--- src/hw/rtl/gsde_pkg.sv ---
`timescale 1ns / 1ps
// ----------------------------------------------------------------------------
// gsde_pkg
// Shared widths, constants, register indexes and types for the gamepad stick
// deadzone and button edge block.
// ----------------------------------------------------------------------------
package gsde_pkg;

    localparam int PLAYER_W  = 2;
    localparam int BUTTON_W  = 16;
    localparam int AXIS_W    = 16;
    localparam int MAG_W     = AXIS_W - 1;
    localparam int TRIG_W    = 8;
    localparam int FACE_W    = 4;
    localparam int FACE_SHIFT = 12;
    localparam int DZ_W      = 14;
    localparam int GAIN_W    = 18;
    localparam int GAIN_FRAC = 16;
    localparam int CFG_IDX_W = 3;
    localparam int CFG_DATA_W = GAIN_W;
    localparam int PLAYERS_W = 3;

    localparam logic [MAG_W-1:0] AXIS_FULL = 15'd32767;

    localparam logic [PLAYERS_W-1:0] PLAYERS_RESET = 3'd1;
    localparam logic [DZ_W-1:0]      DZ_X_RESET    = 14'd1638;
    localparam logic [DZ_W-1:0]      DZ_Y_RESET    = 14'd655;
    localparam logic [GAIN_W-1:0]    GAIN_X_RESET  = 18'd68985;
    localparam logic [GAIN_W-1:0]    GAIN_Y_RESET  = 18'd66873;

    typedef enum logic [CFG_IDX_W-1:0] {
        REG_ENABLE         = 3'd0,
        REG_PLAYERS_IN_USE = 3'd1,
        REG_DEADZONE_X     = 3'd2,
        REG_DEADZONE_Y     = 3'd3,
        REG_GAIN_X         = 3'd4,
        REG_GAIN_Y         = 3'd5
    } cfg_reg_t;

    typedef struct packed {
        logic [FACE_W-1:0] pressed;
        logic [FACE_W-1:0] released;
    } face_edges_t;

endpackage

--- src/hw/rtl/gsde_sample_if.sv ---
`timescale 1ns / 1ps
// ----------------------------------------------------------------------------
// gsde_sample_if
// Valid/ready channel carrying one raw controller sample per item.
// ----------------------------------------------------------------------------
interface gsde_sample_if;
    import gsde_pkg::*;

    logic                       valid;
    logic                       ready;
    logic [PLAYER_W-1:0]        player;
    logic [BUTTON_W-1:0]        button_word;
    logic signed [AXIS_W-1:0]   left_x_raw;
    logic signed [AXIS_W-1:0]   left_y_raw;
    logic signed [AXIS_W-1:0]   right_x_raw;
    logic signed [AXIS_W-1:0]   right_y_raw;
    logic [TRIG_W-1:0]          left_trigger_raw;
    logic [TRIG_W-1:0]          right_trigger_raw;

    modport source (
        output valid, player, button_word, left_x_raw, left_y_raw,
               right_x_raw, right_y_raw, left_trigger_raw, right_trigger_raw,
        input  ready
    );

    modport sink (
        input  valid, player, button_word, left_x_raw, left_y_raw,
               right_x_raw, right_y_raw, left_trigger_raw, right_trigger_raw,
        output ready
    );
endinterface

--- src/hw/rtl/gsde_result_if.sv ---
`timescale 1ns / 1ps
// ----------------------------------------------------------------------------
// gsde_result_if
// Valid/ready channel carrying one conditioned controller result per item.
// ----------------------------------------------------------------------------
interface gsde_result_if;
    import gsde_pkg::*;

    logic                       valid;
    logic                       ready;
    logic [PLAYER_W-1:0]        player_out;
    logic [BUTTON_W-1:0]        held_buttons;
    logic [FACE_W-1:0]          pressed_edges;
    logic [FACE_W-1:0]          released_edges;
    logic signed [AXIS_W-1:0]   left_x;
    logic signed [AXIS_W-1:0]   left_y;
    logic signed [AXIS_W-1:0]   right_x;
    logic signed [AXIS_W-1:0]   right_y;
    logic [TRIG_W-1:0]          left_trigger;
    logic [TRIG_W-1:0]          right_trigger;

    modport source (
        output valid, player_out, held_buttons, pressed_edges, released_edges,
               left_x, left_y, right_x, right_y, left_trigger, right_trigger,
        input  ready
    );

    modport sink (
        input  valid, player_out, held_buttons, pressed_edges, released_edges,
               left_x, left_y, right_x, right_y, left_trigger, right_trigger,
        output ready
    );
endinterface

--- src/hw/rtl/gsde_axis_shaper.sv ---
`timescale 1ns / 1ps
// ----------------------------------------------------------------------------
// gsde_axis_shaper
// One stick axis: clamp, deadzone, Q16 rescale with round half up,
// saturation and sign restore.
// ----------------------------------------------------------------------------
module gsde_axis_shaper
    import gsde_pkg::*;
(
    input  logic signed [AXIS_W-1:0] raw,
    input  logic [DZ_W-1:0]          deadzone,
    input  logic [GAIN_W-1:0]        gain,
    output logic signed [AXIS_W-1:0] shaped
);

    localparam int PROD_W = MAG_W + GAIN_W;
    localparam logic [PROD_W:0] ROUND_HALF = (PROD_W + 1)'(1) << (GAIN_FRAC - 1);

    logic                neg;
    logic [AXIS_W-1:0]   abs_val;
    logic [MAG_W-1:0]    mag;
    logic [MAG_W-1:0]    dz_ext;
    logic [MAG_W-1:0]    excess;
    logic [PROD_W-1:0]   prod;
    logic [PROD_W:0]     rounded;
    logic [MAG_W-1:0]    level;
    logic [AXIS_W-1:0]   out_mag;

    always_comb
    begin
        neg     = raw[AXIS_W-1];
        abs_val = neg ? (~unsigned'(raw) + AXIS_W'(1)) : unsigned'(raw);
        // the most negative reading folds onto full scale
        mag     = abs_val[AXIS_W-1] ? AXIS_FULL : abs_val[MAG_W-1:0];
        dz_ext  = MAG_W'(deadzone);
        excess  = mag - dz_ext;
        prod    = PROD_W'(excess) * PROD_W'(gain);
        rounded = {1'b0, prod} + ROUND_HALF;
        if (|rounded[PROD_W:GAIN_FRAC+MAG_W])
        begin
            level = AXIS_FULL;
        end
        else
        begin
            level = rounded[GAIN_FRAC+MAG_W-1:GAIN_FRAC];
        end
        out_mag = {1'b0, level};
        if (mag < dz_ext)
        begin
            shaped = '0;
        end
        else
        begin
            shaped = neg ? signed'(~out_mag + AXIS_W'(1)) : signed'(out_mag);
        end
    end

endmodule

--- src/hw/rtl/gsde_face_tracker.sv ---
`timescale 1ns / 1ps
// ----------------------------------------------------------------------------
// gsde_face_tracker
// Per-player store of the last A, B, X, Y levels; gives press and release
// edges for the incoming item and updates the store when update is asserted.
// ----------------------------------------------------------------------------
module gsde_face_tracker
    import gsde_pkg::*;
#(
    parameter int PLAYER_COUNT = 4
)
(
    input  logic                clk,
    input  logic                rst_n,
    input  logic                update,
    input  logic [PLAYER_W-1:0] player,
    input  logic [FACE_W-1:0]   face,
    output face_edges_t         edges
);

    localparam int IDX_W = (PLAYER_COUNT > 1) ? $clog2(PLAYER_COUNT) : 1;

    logic [FACE_W-1:0] prev_reg [PLAYER_COUNT];
    logic [IDX_W-1:0]  idx;
    logic [FACE_W-1:0] prev;

    assign idx  = IDX_W'(player);
    assign prev = prev_reg[idx];

    always_ff @(posedge clk or negedge rst_n)
    begin
        if (!rst_n)
        begin
            for (int i = 0; i < PLAYER_COUNT; i++)
            begin
                prev_reg[i] <= '0;
            end
        end
        else if (update)
        begin
            prev_reg[idx] <= face;
        end
    end

    always_comb
    begin
        edges.pressed  = face & ~prev;
        edges.released = prev & ~face;
    end

endmodule

--- src/hw/rtl/gamepad_stick_deadzone_and_edges.sv ---
`timescale 1ns / 1ps
// ----------------------------------------------------------------------------
// gamepad_stick_deadzone_and_edges
// Controller sample conditioning: stick deadzone and rescale, trigger
// pass-through, face button press/release edges per player.
// ----------------------------------------------------------------------------
// The block takes one sample per clock while the result register drains, and
// hands back one result per kept sample: the sample is registered on entry
// (face button edges are resolved against the per-player store there), and
// the four axis shapers, each one 15x18 multiply with round and saturate,
// feed the result register. Samples taken while disabled, or for a player at
// or beyond players_in_use or PLAYER_COUNT, are consumed without a result and
// leave the button store untouched. A waiting result blocks entry once the
// input register is full, which then takes items only while the result
// register drains. Write configuration only while no item is in flight.
// ----------------------------------------------------------------------------
module gamepad_stick_deadzone_and_edges
    import gsde_pkg::*;
#(
    parameter int PLAYER_COUNT = 4
)
(
    input  logic                 clk,
    input  logic                 rst_n,
    gsde_sample_if.sink          sample,
    gsde_result_if.source        result,
    input  logic                 cfg_wr_en,
    input  logic [CFG_IDX_W-1:0] cfg_index,
    input  logic [CFG_DATA_W-1:0] cfg_data
);

    // configuration
    logic                 enable_reg;
    logic [PLAYERS_W-1:0] players_reg;
    logic [DZ_W-1:0]      dz_x_reg;
    logic [DZ_W-1:0]      dz_y_reg;
    logic [GAIN_W-1:0]    gain_x_reg;
    logic [GAIN_W-1:0]    gain_y_reg;

    // input stage
    logic                     s1_valid_reg;
    logic                     s1_valid_next;
    logic [PLAYER_W-1:0]      s1_player_reg;
    logic [BUTTON_W-1:0]      s1_buttons_reg;
    face_edges_t              s1_edges_reg;
    logic signed [AXIS_W-1:0] s1_lx_reg;
    logic signed [AXIS_W-1:0] s1_ly_reg;
    logic signed [AXIS_W-1:0] s1_rx_reg;
    logic signed [AXIS_W-1:0] s1_ry_reg;
    logic [TRIG_W-1:0]        s1_lt_reg;
    logic [TRIG_W-1:0]        s1_rt_reg;

    // result stage
    logic                     out_valid_reg;
    logic [PLAYER_W-1:0]      out_player_reg;
    logic [BUTTON_W-1:0]      out_buttons_reg;
    face_edges_t              out_edges_reg;
    logic signed [AXIS_W-1:0] out_lx_reg;
    logic signed [AXIS_W-1:0] out_ly_reg;
    logic signed [AXIS_W-1:0] out_rx_reg;
    logic signed [AXIS_W-1:0] out_ry_reg;
    logic [TRIG_W-1:0]        out_lt_reg;
    logic [TRIG_W-1:0]        out_rt_reg;

    logic                     out_advance;
    logic                     s1_advance;
    logic                     take;
    logic                     keep;
    face_edges_t              in_edges;
    logic signed [AXIS_W-1:0] lx_shaped;
    logic signed [AXIS_W-1:0] ly_shaped;
    logic signed [AXIS_W-1:0] rx_shaped;
    logic signed [AXIS_W-1:0] ry_shaped;

    always_ff @(posedge clk or negedge rst_n)
    begin
        if (!rst_n)
        begin
            enable_reg  <= 1'b0;
            players_reg <= PLAYERS_RESET;
            dz_x_reg    <= DZ_X_RESET;
            dz_y_reg    <= DZ_Y_RESET;
            gain_x_reg  <= GAIN_X_RESET;
            gain_y_reg  <= GAIN_Y_RESET;
        end
        else if (cfg_wr_en)
        begin
            case (cfg_index)
                REG_ENABLE:         enable_reg  <= cfg_data[0];
                REG_PLAYERS_IN_USE: players_reg <= cfg_data[PLAYERS_W-1:0];
                REG_DEADZONE_X:     dz_x_reg    <= cfg_data[DZ_W-1:0];
                REG_DEADZONE_Y:     dz_y_reg    <= cfg_data[DZ_W-1:0];
                REG_GAIN_X:         gain_x_reg  <= cfg_data[GAIN_W-1:0];
                REG_GAIN_Y:         gain_y_reg  <= cfg_data[GAIN_W-1:0];
                default:            ;
            endcase
        end
    end

    assign out_advance  = !out_valid_reg || result.ready;
    assign s1_advance   = !s1_valid_reg || out_advance;
    assign sample.ready = s1_advance;
    assign take         = sample.valid && s1_advance;
    // drop items while disabled or for players at or beyond the count in use or PLAYER_COUNT
    assign keep = take && enable_reg
                  && ({1'b0, sample.player} < players_reg)
                  && (32'(sample.player) < PLAYER_COUNT);
    assign s1_valid_next = s1_advance ? keep : s1_valid_reg;

    gsde_face_tracker #(
        .PLAYER_COUNT (PLAYER_COUNT)
    ) u_face_tracker (
        .clk    (clk),
        .rst_n  (rst_n),
        .update (keep),
        .player (sample.player),
        .face   (sample.button_word[FACE_SHIFT +: FACE_W]),
        .edges  (in_edges)
    );

    always_ff @(posedge clk or negedge rst_n)
    begin
        if (!rst_n)
        begin
            s1_valid_reg <= 1'b0;
        end
        else
        begin
            s1_valid_reg <= s1_valid_next;
        end
    end

    always_ff @(posedge clk)
    begin
        if (keep)
        begin
            s1_player_reg  <= sample.player;
            s1_buttons_reg <= sample.button_word;
            s1_edges_reg   <= in_edges;
            s1_lx_reg      <= sample.left_x_raw;
            s1_ly_reg      <= sample.left_y_raw;
            s1_rx_reg      <= sample.right_x_raw;
            s1_ry_reg      <= sample.right_y_raw;
            s1_lt_reg      <= sample.left_trigger_raw;
            s1_rt_reg      <= sample.right_trigger_raw;
        end
    end

    gsde_axis_shaper u_shape_lx (
        .raw (s1_lx_reg), .deadzone (dz_x_reg), .gain (gain_x_reg), .shaped (lx_shaped)
    );
    gsde_axis_shaper u_shape_ly (
        .raw (s1_ly_reg), .deadzone (dz_y_reg), .gain (gain_y_reg), .shaped (ly_shaped)
    );
    gsde_axis_shaper u_shape_rx (
        .raw (s1_rx_reg), .deadzone (dz_x_reg), .gain (gain_x_reg), .shaped (rx_shaped)
    );
    gsde_axis_shaper u_shape_ry (
        .raw (s1_ry_reg), .deadzone (dz_y_reg), .gain (gain_y_reg), .shaped (ry_shaped)
    );

    always_ff @(posedge clk or negedge rst_n)
    begin
        if (!rst_n)
        begin
            out_valid_reg <= 1'b0;
        end
        else if (out_advance)
        begin
            out_valid_reg <= s1_valid_reg;
        end
    end

    always_ff @(posedge clk)
    begin
        if (out_advance && s1_valid_reg)
        begin
            out_player_reg  <= s1_player_reg;
            out_buttons_reg <= s1_buttons_reg;
            out_edges_reg   <= s1_edges_reg;
            out_lx_reg      <= lx_shaped;
            out_ly_reg      <= ly_shaped;
            out_rx_reg      <= rx_shaped;
            out_ry_reg      <= ry_shaped;
            out_lt_reg      <= s1_lt_reg;
            out_rt_reg      <= s1_rt_reg;
        end
    end

    assign result.valid          = out_valid_reg;
    assign result.player_out     = out_player_reg;
    assign result.held_buttons   = out_buttons_reg;
    assign result.pressed_edges  = out_edges_reg.pressed;
    assign result.released_edges = out_edges_reg.released;
    assign result.left_x         = out_lx_reg;
    assign result.left_y         = out_ly_reg;
    assign result.right_x        = out_rx_reg;
    assign result.right_y        = out_ry_reg;
    assign result.left_trigger   = out_lt_reg;
    assign result.right_trigger  = out_rt_reg;

    // a kept item always lands in the input stage
    a_keep_loads: assert property (@(posedge clk) disable iff (!rst_n)
        keep |=> s1_valid_reg)
        else $error("kept item did not reach the input stage");

    // a button cannot be pressed and released in the same result
    a_edges_disjoint: assert property (@(posedge clk) disable iff (!rst_n)
        out_valid_reg |-> ((out_edges_reg.pressed & out_edges_reg.released) == '0))
        else $error("press and release edge on the same button");

    // shaped axes stay within +-32767
    a_axis_range: assert property (@(posedge clk) disable iff (!rst_n)
        out_valid_reg |-> (out_lx_reg != 16'sh8000) && (out_ly_reg != 16'sh8000)
                          && (out_rx_reg != 16'sh8000) && (out_ry_reg != 16'sh8000))
        else $error("axis result outside full scale");

endmodule
--- src/flat_wrapper.sv ---
// flat-port wrapper written by rule: the top's interface ports become plain ports
module gamepad_stick_deadzone_and_edges_flat import gsde_pkg::*;
#(
    parameter int PLAYER_COUNT = 4
)
  (clk, rst_n, cfg_wr_en, cfg_index, cfg_data, sample_valid, sample_player, sample_button_word, sample_left_x_raw, sample_left_y_raw, sample_right_x_raw, sample_right_y_raw, sample_left_trigger_raw, sample_right_trigger_raw, sample_ready, result_valid, result_player_out, result_held_buttons, result_pressed_edges, result_released_edges, result_left_x, result_left_y, result_right_x, result_right_y, result_left_trigger, result_right_trigger, result_ready);
  gsde_sample_if sample_i ();
  gsde_result_if result_i ();
  input  logic clk;
  input  logic rst_n;
  input  logic cfg_wr_en;
  input  logic [CFG_IDX_W-1:0] cfg_index;
  input  logic [CFG_DATA_W-1:0] cfg_data;
  input wire logic [$bits(sample_i.valid)-1:0] sample_valid;
  input wire logic [$bits(sample_i.player)-1:0] sample_player;
  input wire logic [$bits(sample_i.button_word)-1:0] sample_button_word;
  input wire logic [$bits(sample_i.left_x_raw)-1:0] sample_left_x_raw;
  input wire logic [$bits(sample_i.left_y_raw)-1:0] sample_left_y_raw;
  input wire logic [$bits(sample_i.right_x_raw)-1:0] sample_right_x_raw;
  input wire logic [$bits(sample_i.right_y_raw)-1:0] sample_right_y_raw;
  input wire logic [$bits(sample_i.left_trigger_raw)-1:0] sample_left_trigger_raw;
  input wire logic [$bits(sample_i.right_trigger_raw)-1:0] sample_right_trigger_raw;
  output wire logic [$bits(sample_i.ready)-1:0] sample_ready;
  output wire logic [$bits(result_i.valid)-1:0] result_valid;
  output wire logic [$bits(result_i.player_out)-1:0] result_player_out;
  output wire logic [$bits(result_i.held_buttons)-1:0] result_held_buttons;
  output wire logic [$bits(result_i.pressed_edges)-1:0] result_pressed_edges;
  output wire logic [$bits(result_i.released_edges)-1:0] result_released_edges;
  output wire logic [$bits(result_i.left_x)-1:0] result_left_x;
  output wire logic [$bits(result_i.left_y)-1:0] result_left_y;
  output wire logic [$bits(result_i.right_x)-1:0] result_right_x;
  output wire logic [$bits(result_i.right_y)-1:0] result_right_y;
  output wire logic [$bits(result_i.left_trigger)-1:0] result_left_trigger;
  output wire logic [$bits(result_i.right_trigger)-1:0] result_right_trigger;
  input wire logic [$bits(result_i.ready)-1:0] result_ready;
  assign sample_i.valid = sample_valid;
  assign sample_i.player = sample_player;
  assign sample_i.button_word = sample_button_word;
  assign sample_i.left_x_raw = sample_left_x_raw;
  assign sample_i.left_y_raw = sample_left_y_raw;
  assign sample_i.right_x_raw = sample_right_x_raw;
  assign sample_i.right_y_raw = sample_right_y_raw;
  assign sample_i.left_trigger_raw = sample_left_trigger_raw;
  assign sample_i.right_trigger_raw = sample_right_trigger_raw;
  assign sample_ready = sample_i.ready;
  assign result_valid = result_i.valid;
  assign result_player_out = result_i.player_out;
  assign result_held_buttons = result_i.held_buttons;
  assign result_pressed_edges = result_i.pressed_edges;
  assign result_released_edges = result_i.released_edges;
  assign result_left_x = result_i.left_x;
  assign result_left_y = result_i.left_y;
  assign result_right_x = result_i.right_x;
  assign result_right_y = result_i.right_y;
  assign result_left_trigger = result_i.left_trigger;
  assign result_right_trigger = result_i.right_trigger;
  assign result_i.ready = result_ready;
  gamepad_stick_deadzone_and_edges #(.PLAYER_COUNT(PLAYER_COUNT)) u_core (.clk(clk), .rst_n(rst_n), .sample(sample_i), .result(result_i), .cfg_wr_en(cfg_wr_en), .cfg_index(cfg_index), .cfg_data(cfg_data));
endmodule
--- config.mk ---
export PLATFORM = sky130hd
export DESIGN_NAME = gamepad_stick_deadzone_and_edges_flat
export DESIGN_NICKNAME = d
export VERILOG_FILES = /design/src/hw/rtl/gsde_pkg.sv /design/src/hw/rtl/gsde_sample_if.sv /design/src/hw/rtl/gsde_result_if.sv /design/src/hw/rtl/gsde_axis_shaper.sv /design/src/hw/rtl/gsde_face_tracker.sv /design/src/hw/rtl/gamepad_stick_deadzone_and_edges.sv /design/src/flat_wrapper.sv
export SDC_FILE = /design/constraint.sdc
export NUM_CORES = 2
export LEC_CHECK = 0
export BUFFER_PORTS_ARGS = -buffer_cell sky130_fd_sc_hd__buf_4
export CAP_MARGIN = 30
export CORE_ASPECT_RATIO = 0.8
export CORE_MARGIN = 2
export CORE_UTILIZATION = 43
export DETAILED_ROUTE_END_ITERATION = 10
export PLACE_DENSITY = 0.67
export RECOVER_POWER = 50
export SLEW_MARGIN = 30
export SYNTH_ARGS = -nofsm -noshare
export SYNTH_HDL_FRONTEND = slang
export SYNTH_HIERARCHICAL = 1
export SYNTH_SLANG_ARGS = --single-unit
--- constraint.sdc ---
create_clock -name clk -period 12.51 [get_ports clk]
set_input_delay 0.6255 -clock clk [delete_from_list [all_inputs] [get_ports clk]]
set_output_delay 0.6255 -clock clk [all_outputs]
set_load 0.1 [all_outputs]
==> impl_results.rst <==
.. list-table::
   :header-rows: 1

   * - Metric
     - Value
   * - Setup violation total in the final timing report
     - 0
   * - Failing checks
     - capacitance limit, slew limit
   * - Most heavily used metal layer in global routing
     - met1
   * - Final Net Count
     - 7243
   * - Final weighted congestion in routability-driven placement
     - 0.915
   * - Total global-route track usage
     - 23.4%
   * - Area post-placement
     - 0.0564 mm2
   * - Post-synth EDFFs
     - 212
   * - Maximum cell stage delay along the critical path
     - 0.78 ns
   * - Max Clock Freq
     - 0.0851 GHz
   * - Clock root buffer
     - clkbuf_16
   * - Area used by multi-input combinational logic
     - 0.0397 mm2
   * - Worst min path class
     - in2reg
   * - Result of the run
     - finished, violations left
   * - Chip Width
     - 396 um
   * - Drt via density
     - 5.41
   * - Largest net degree at the start of global routing
     - 69
   * - TritonCTS sink count
     - 298
   * - Total iterations of the first detailed-routing run
     - 6
   * - Total vias in the final route
     - 40300
   * - Antenna violations before repair
     - 18
   * - Met2 capacity usage during global routing
     - 32.6%
   * - Clock slew at reported path FFs
     - 0.07 ns
   * - Category of the critical setup timing path
     - reg2reg
   * - Die Footprint
     - 0.126 mm2
   * - Clock Latency Late Sink
     - 0.63 ns
   * - Routed WL
     - 146000 um
   * - Critical path capture point type
     - flop
   * - Met3 usage
     - 6.75%
   * - Tcrit/Tclk final
     - 93.9%
   * - Register bit count reported by yosys
     - 298
   * - Clock skew
     - 0.0518 ns
   * - Gate count of the mapped netlist
     - 5644
   * - Number of DRC markers in iteration 0
     - 3334
   * - Crit-path slowest cell
     - or4_1
   * - Initial Utilization
     - 43.2%
   * - TritonCTS clock tree
     - yes
   * - Crit-path most repeated cell
     - fa_1
   * - Net count of the mapped netlist
     - 7113
   * - Syn Std Cell Area
     - 0.0528 mm2
   * - Most frequently used flop master after synthesis
     - edfxtp_1
   * - Area of the core
     - 0.122 mm2
   * - Met1 Track Usage GR
     - 36.5%
   * - Count of final hold-check violations
     - 0
   * - Post-layout instance area
     - 0.0574 mm2
   * - Final HPWL from detailed placement
     - 114000 um
   * - Storage element area
     - 0.00856 mm2
   * - Layout area overhead
     - 8.57%
   * - Count of H-tree levels built during CTS
     - 1
   * - Crit path required time
     - 12.83 ns
   * - Sequential cell area fraction in the yosys report
     - 16.2%
   * - DRT antenna net count
     - 0
   * - Boundary pin count
     - 232
   * - CP Max Fanout
     - 18
   * - Routed length per placed instance
     - 19.6 um
   * - Max cap viols
     - 4
   * - Most common cell after layout, fill and taps aside
     - inv_1
   * - Wire length of the first global-routing pass
     - 233000 um
   * - Final period demand of the worst path
     - 11.75 ns
   * - Mean post-synth cell area
     - 9.36 um2
   * - Number of buffers between clock root and the deepest sink
     - 3
   * - Yosys cell types
     - 125
   * - Port buffer count
     - 231
   * - Remaining global-route overflow
     - 0
   * - Arr. time, crit path
     - 12.07 ns
   * - Headroom to the max-slew limit
     - -178%
   * - Startpoint Class
     - flop
   * - Number of warnings issued by yosys
     - 6
   * - Layout filler cell count
     - 11400
   * - Die H
     - 318 um
   * - Share of final-layout standard cells stronger than drive strength 1
     - 9.42%
   * - DRC viols
     - 0
   * - Async set-reset flop share out of synthesis
     - 28.9%
   * - Least-Margin Pin Slew
     - 4.17 ns
   * - Max Slew Vio Count
     - 168
   * - Cell Rows
     - 115
   * - Number of global-route vias before repair
     - 40600
   * - Number of buffers created by CTS
     - 30
   * - Setup repair after global routing missed its margin
     - true
   * - Commonest cells after routing, fill and taps aside
     - inv_1, nand2_1, fa_1, ha_1, and2_1
==> timing repair <==
action | CTS | global route
endpoints found under the setup margin | 0 | 15
setup buffers | 0 | 0
resized for setup | 0 | 18
endpoints found under the hold margin | 18 | 0
hold buffers | 1 | 0
==> routing by layer <==
| layer | up-vias | share of wire [%] |
|---|---|---|
| met4 | 20 | 1.3 |
| met1 | 20100 | 48 |
| met5 | - | 0.096 |
| met3 | 139 | 11 |
| li1 | 18400 | - |
| met2 | 1588 | 40 |
==> synth_stat cells (57+ instances only) <==
master / n / area [um2]
inv_1: 1023 / 3840
nand2_1: 847 / 3180
fa_1: 832 / 16700
ha_1: 513 / 6420
and2_1: 259 / 1620
edfxtp_1: 212 / 6370
nor2_1: 183 / 687
clkbuf_1: 175 / 657
a21oi_1: 144 / 721
o21ai_0: 116 / 581
nand2b_1: 112 / 701
nand3_1: 88 / 440
mux2_2: 84 / 946
nor3_1: 65 / 325
xnor2_1: 64 / 561
and3_1: 63 / 394
a21o_1: 58 / 435
dfrtp_1: 57 / 1430
==> logic make-up (layout without fill, tap and decap cells) <==
logic type / count (synthesis) / after routing / share of synthesized area [%]
other: 0 / 3 / 0
multiplexers: 123 / 123 / 2.63
buffers and inverters: 1238 / 1392 / 8.98
AO/OA/AOI/OAI: 630 / 630 / 8.52
AND/OR/NAND/NOR: 1887 / 1887 / 17.9
XOR/XNOR: 123 / 123 / 2.11
adder cells (fa/ha/maj): 1345 / 1345 / 43.7
flip-flops: 298 / 298 / 16.2
==> stage by stage <==
step / instances / setup WS (ns) / hold WS (ns) / TNS [ns] / utilization (%)
6_report: 7439 / 0.757 / 0.193 / 0 / 46.9
5_1_grt: 7436 / -0.0342 / 0.163 / -0.0342 / 46.9
4_1_cts: 7436 / 0.402 / 0.138 / 0 / 46.9
3_5_place_dp: 7379 / 0.443 / 0.405 / 0 / 46.1
3_3_place_gp: 7379 / 0.583 / 0.401 / 0 / 46.1
2_1_floorplan: 5644 / 1.36 / 0.330 / 0 / -
==> layout make-up <==
class | instances | share of cell area (%)
inverters | 1023 | 6.69
repair buffers | 313 | 3.84
diodes | 3 | 0.0131
clock buffers | 42 | 1.53
flip-flops and latches | 298 | 14.9
multi-input cells | 4108 | 69.1
well taps | 1638 | 3.57
clock inverters | 14 | 0.297
==> path summary, 6_finish.rpt <==
check / start / to / slack, ns / depth (start not counted)
worst min-delay path: sample_button_word[8] / u_core/s1_buttons_reg[8] / 0.19 / 1
worst max register to register: u_core/s1_ly_reg[8] / u_core/result.left_y[14] / 0.76 / 38
worst min register to register: u_core/s1_buttons_reg[4] / u_core/result.held_buttons[4] / 0.42 / 0
worst max-delay path: u_core/s1_ly_reg[8] / u_core/result.left_y[14] / 0.76 / 38
min in group asynchronous: rst_n / u_core/u_face_tracker/prev_reg[8] / 0.85 / 2
max in group asynchronous: rst_n / u_core/gain_x_reg[14] / 7.43 / 3
==> worst max-delay path, delay by kind of cell (launching register included) <==
| kind | cells | cell delay (ns) |
|---|---|---|
| flip-flops | 1 | 0.45 |
| AND/OR/NAND/NOR | 11 | 3.81 |
| buffers and inverters | 3 | 0.16 |
| AO/OA/AOI/OAI | 14 | 2.91 |
| adder cells (fa/ha/maj) | 10 | 4.14 |
Power is left out: the tool's default activity adds up to more than one toggle a clock period on the data nets, which glitch-free logic cannot reach.
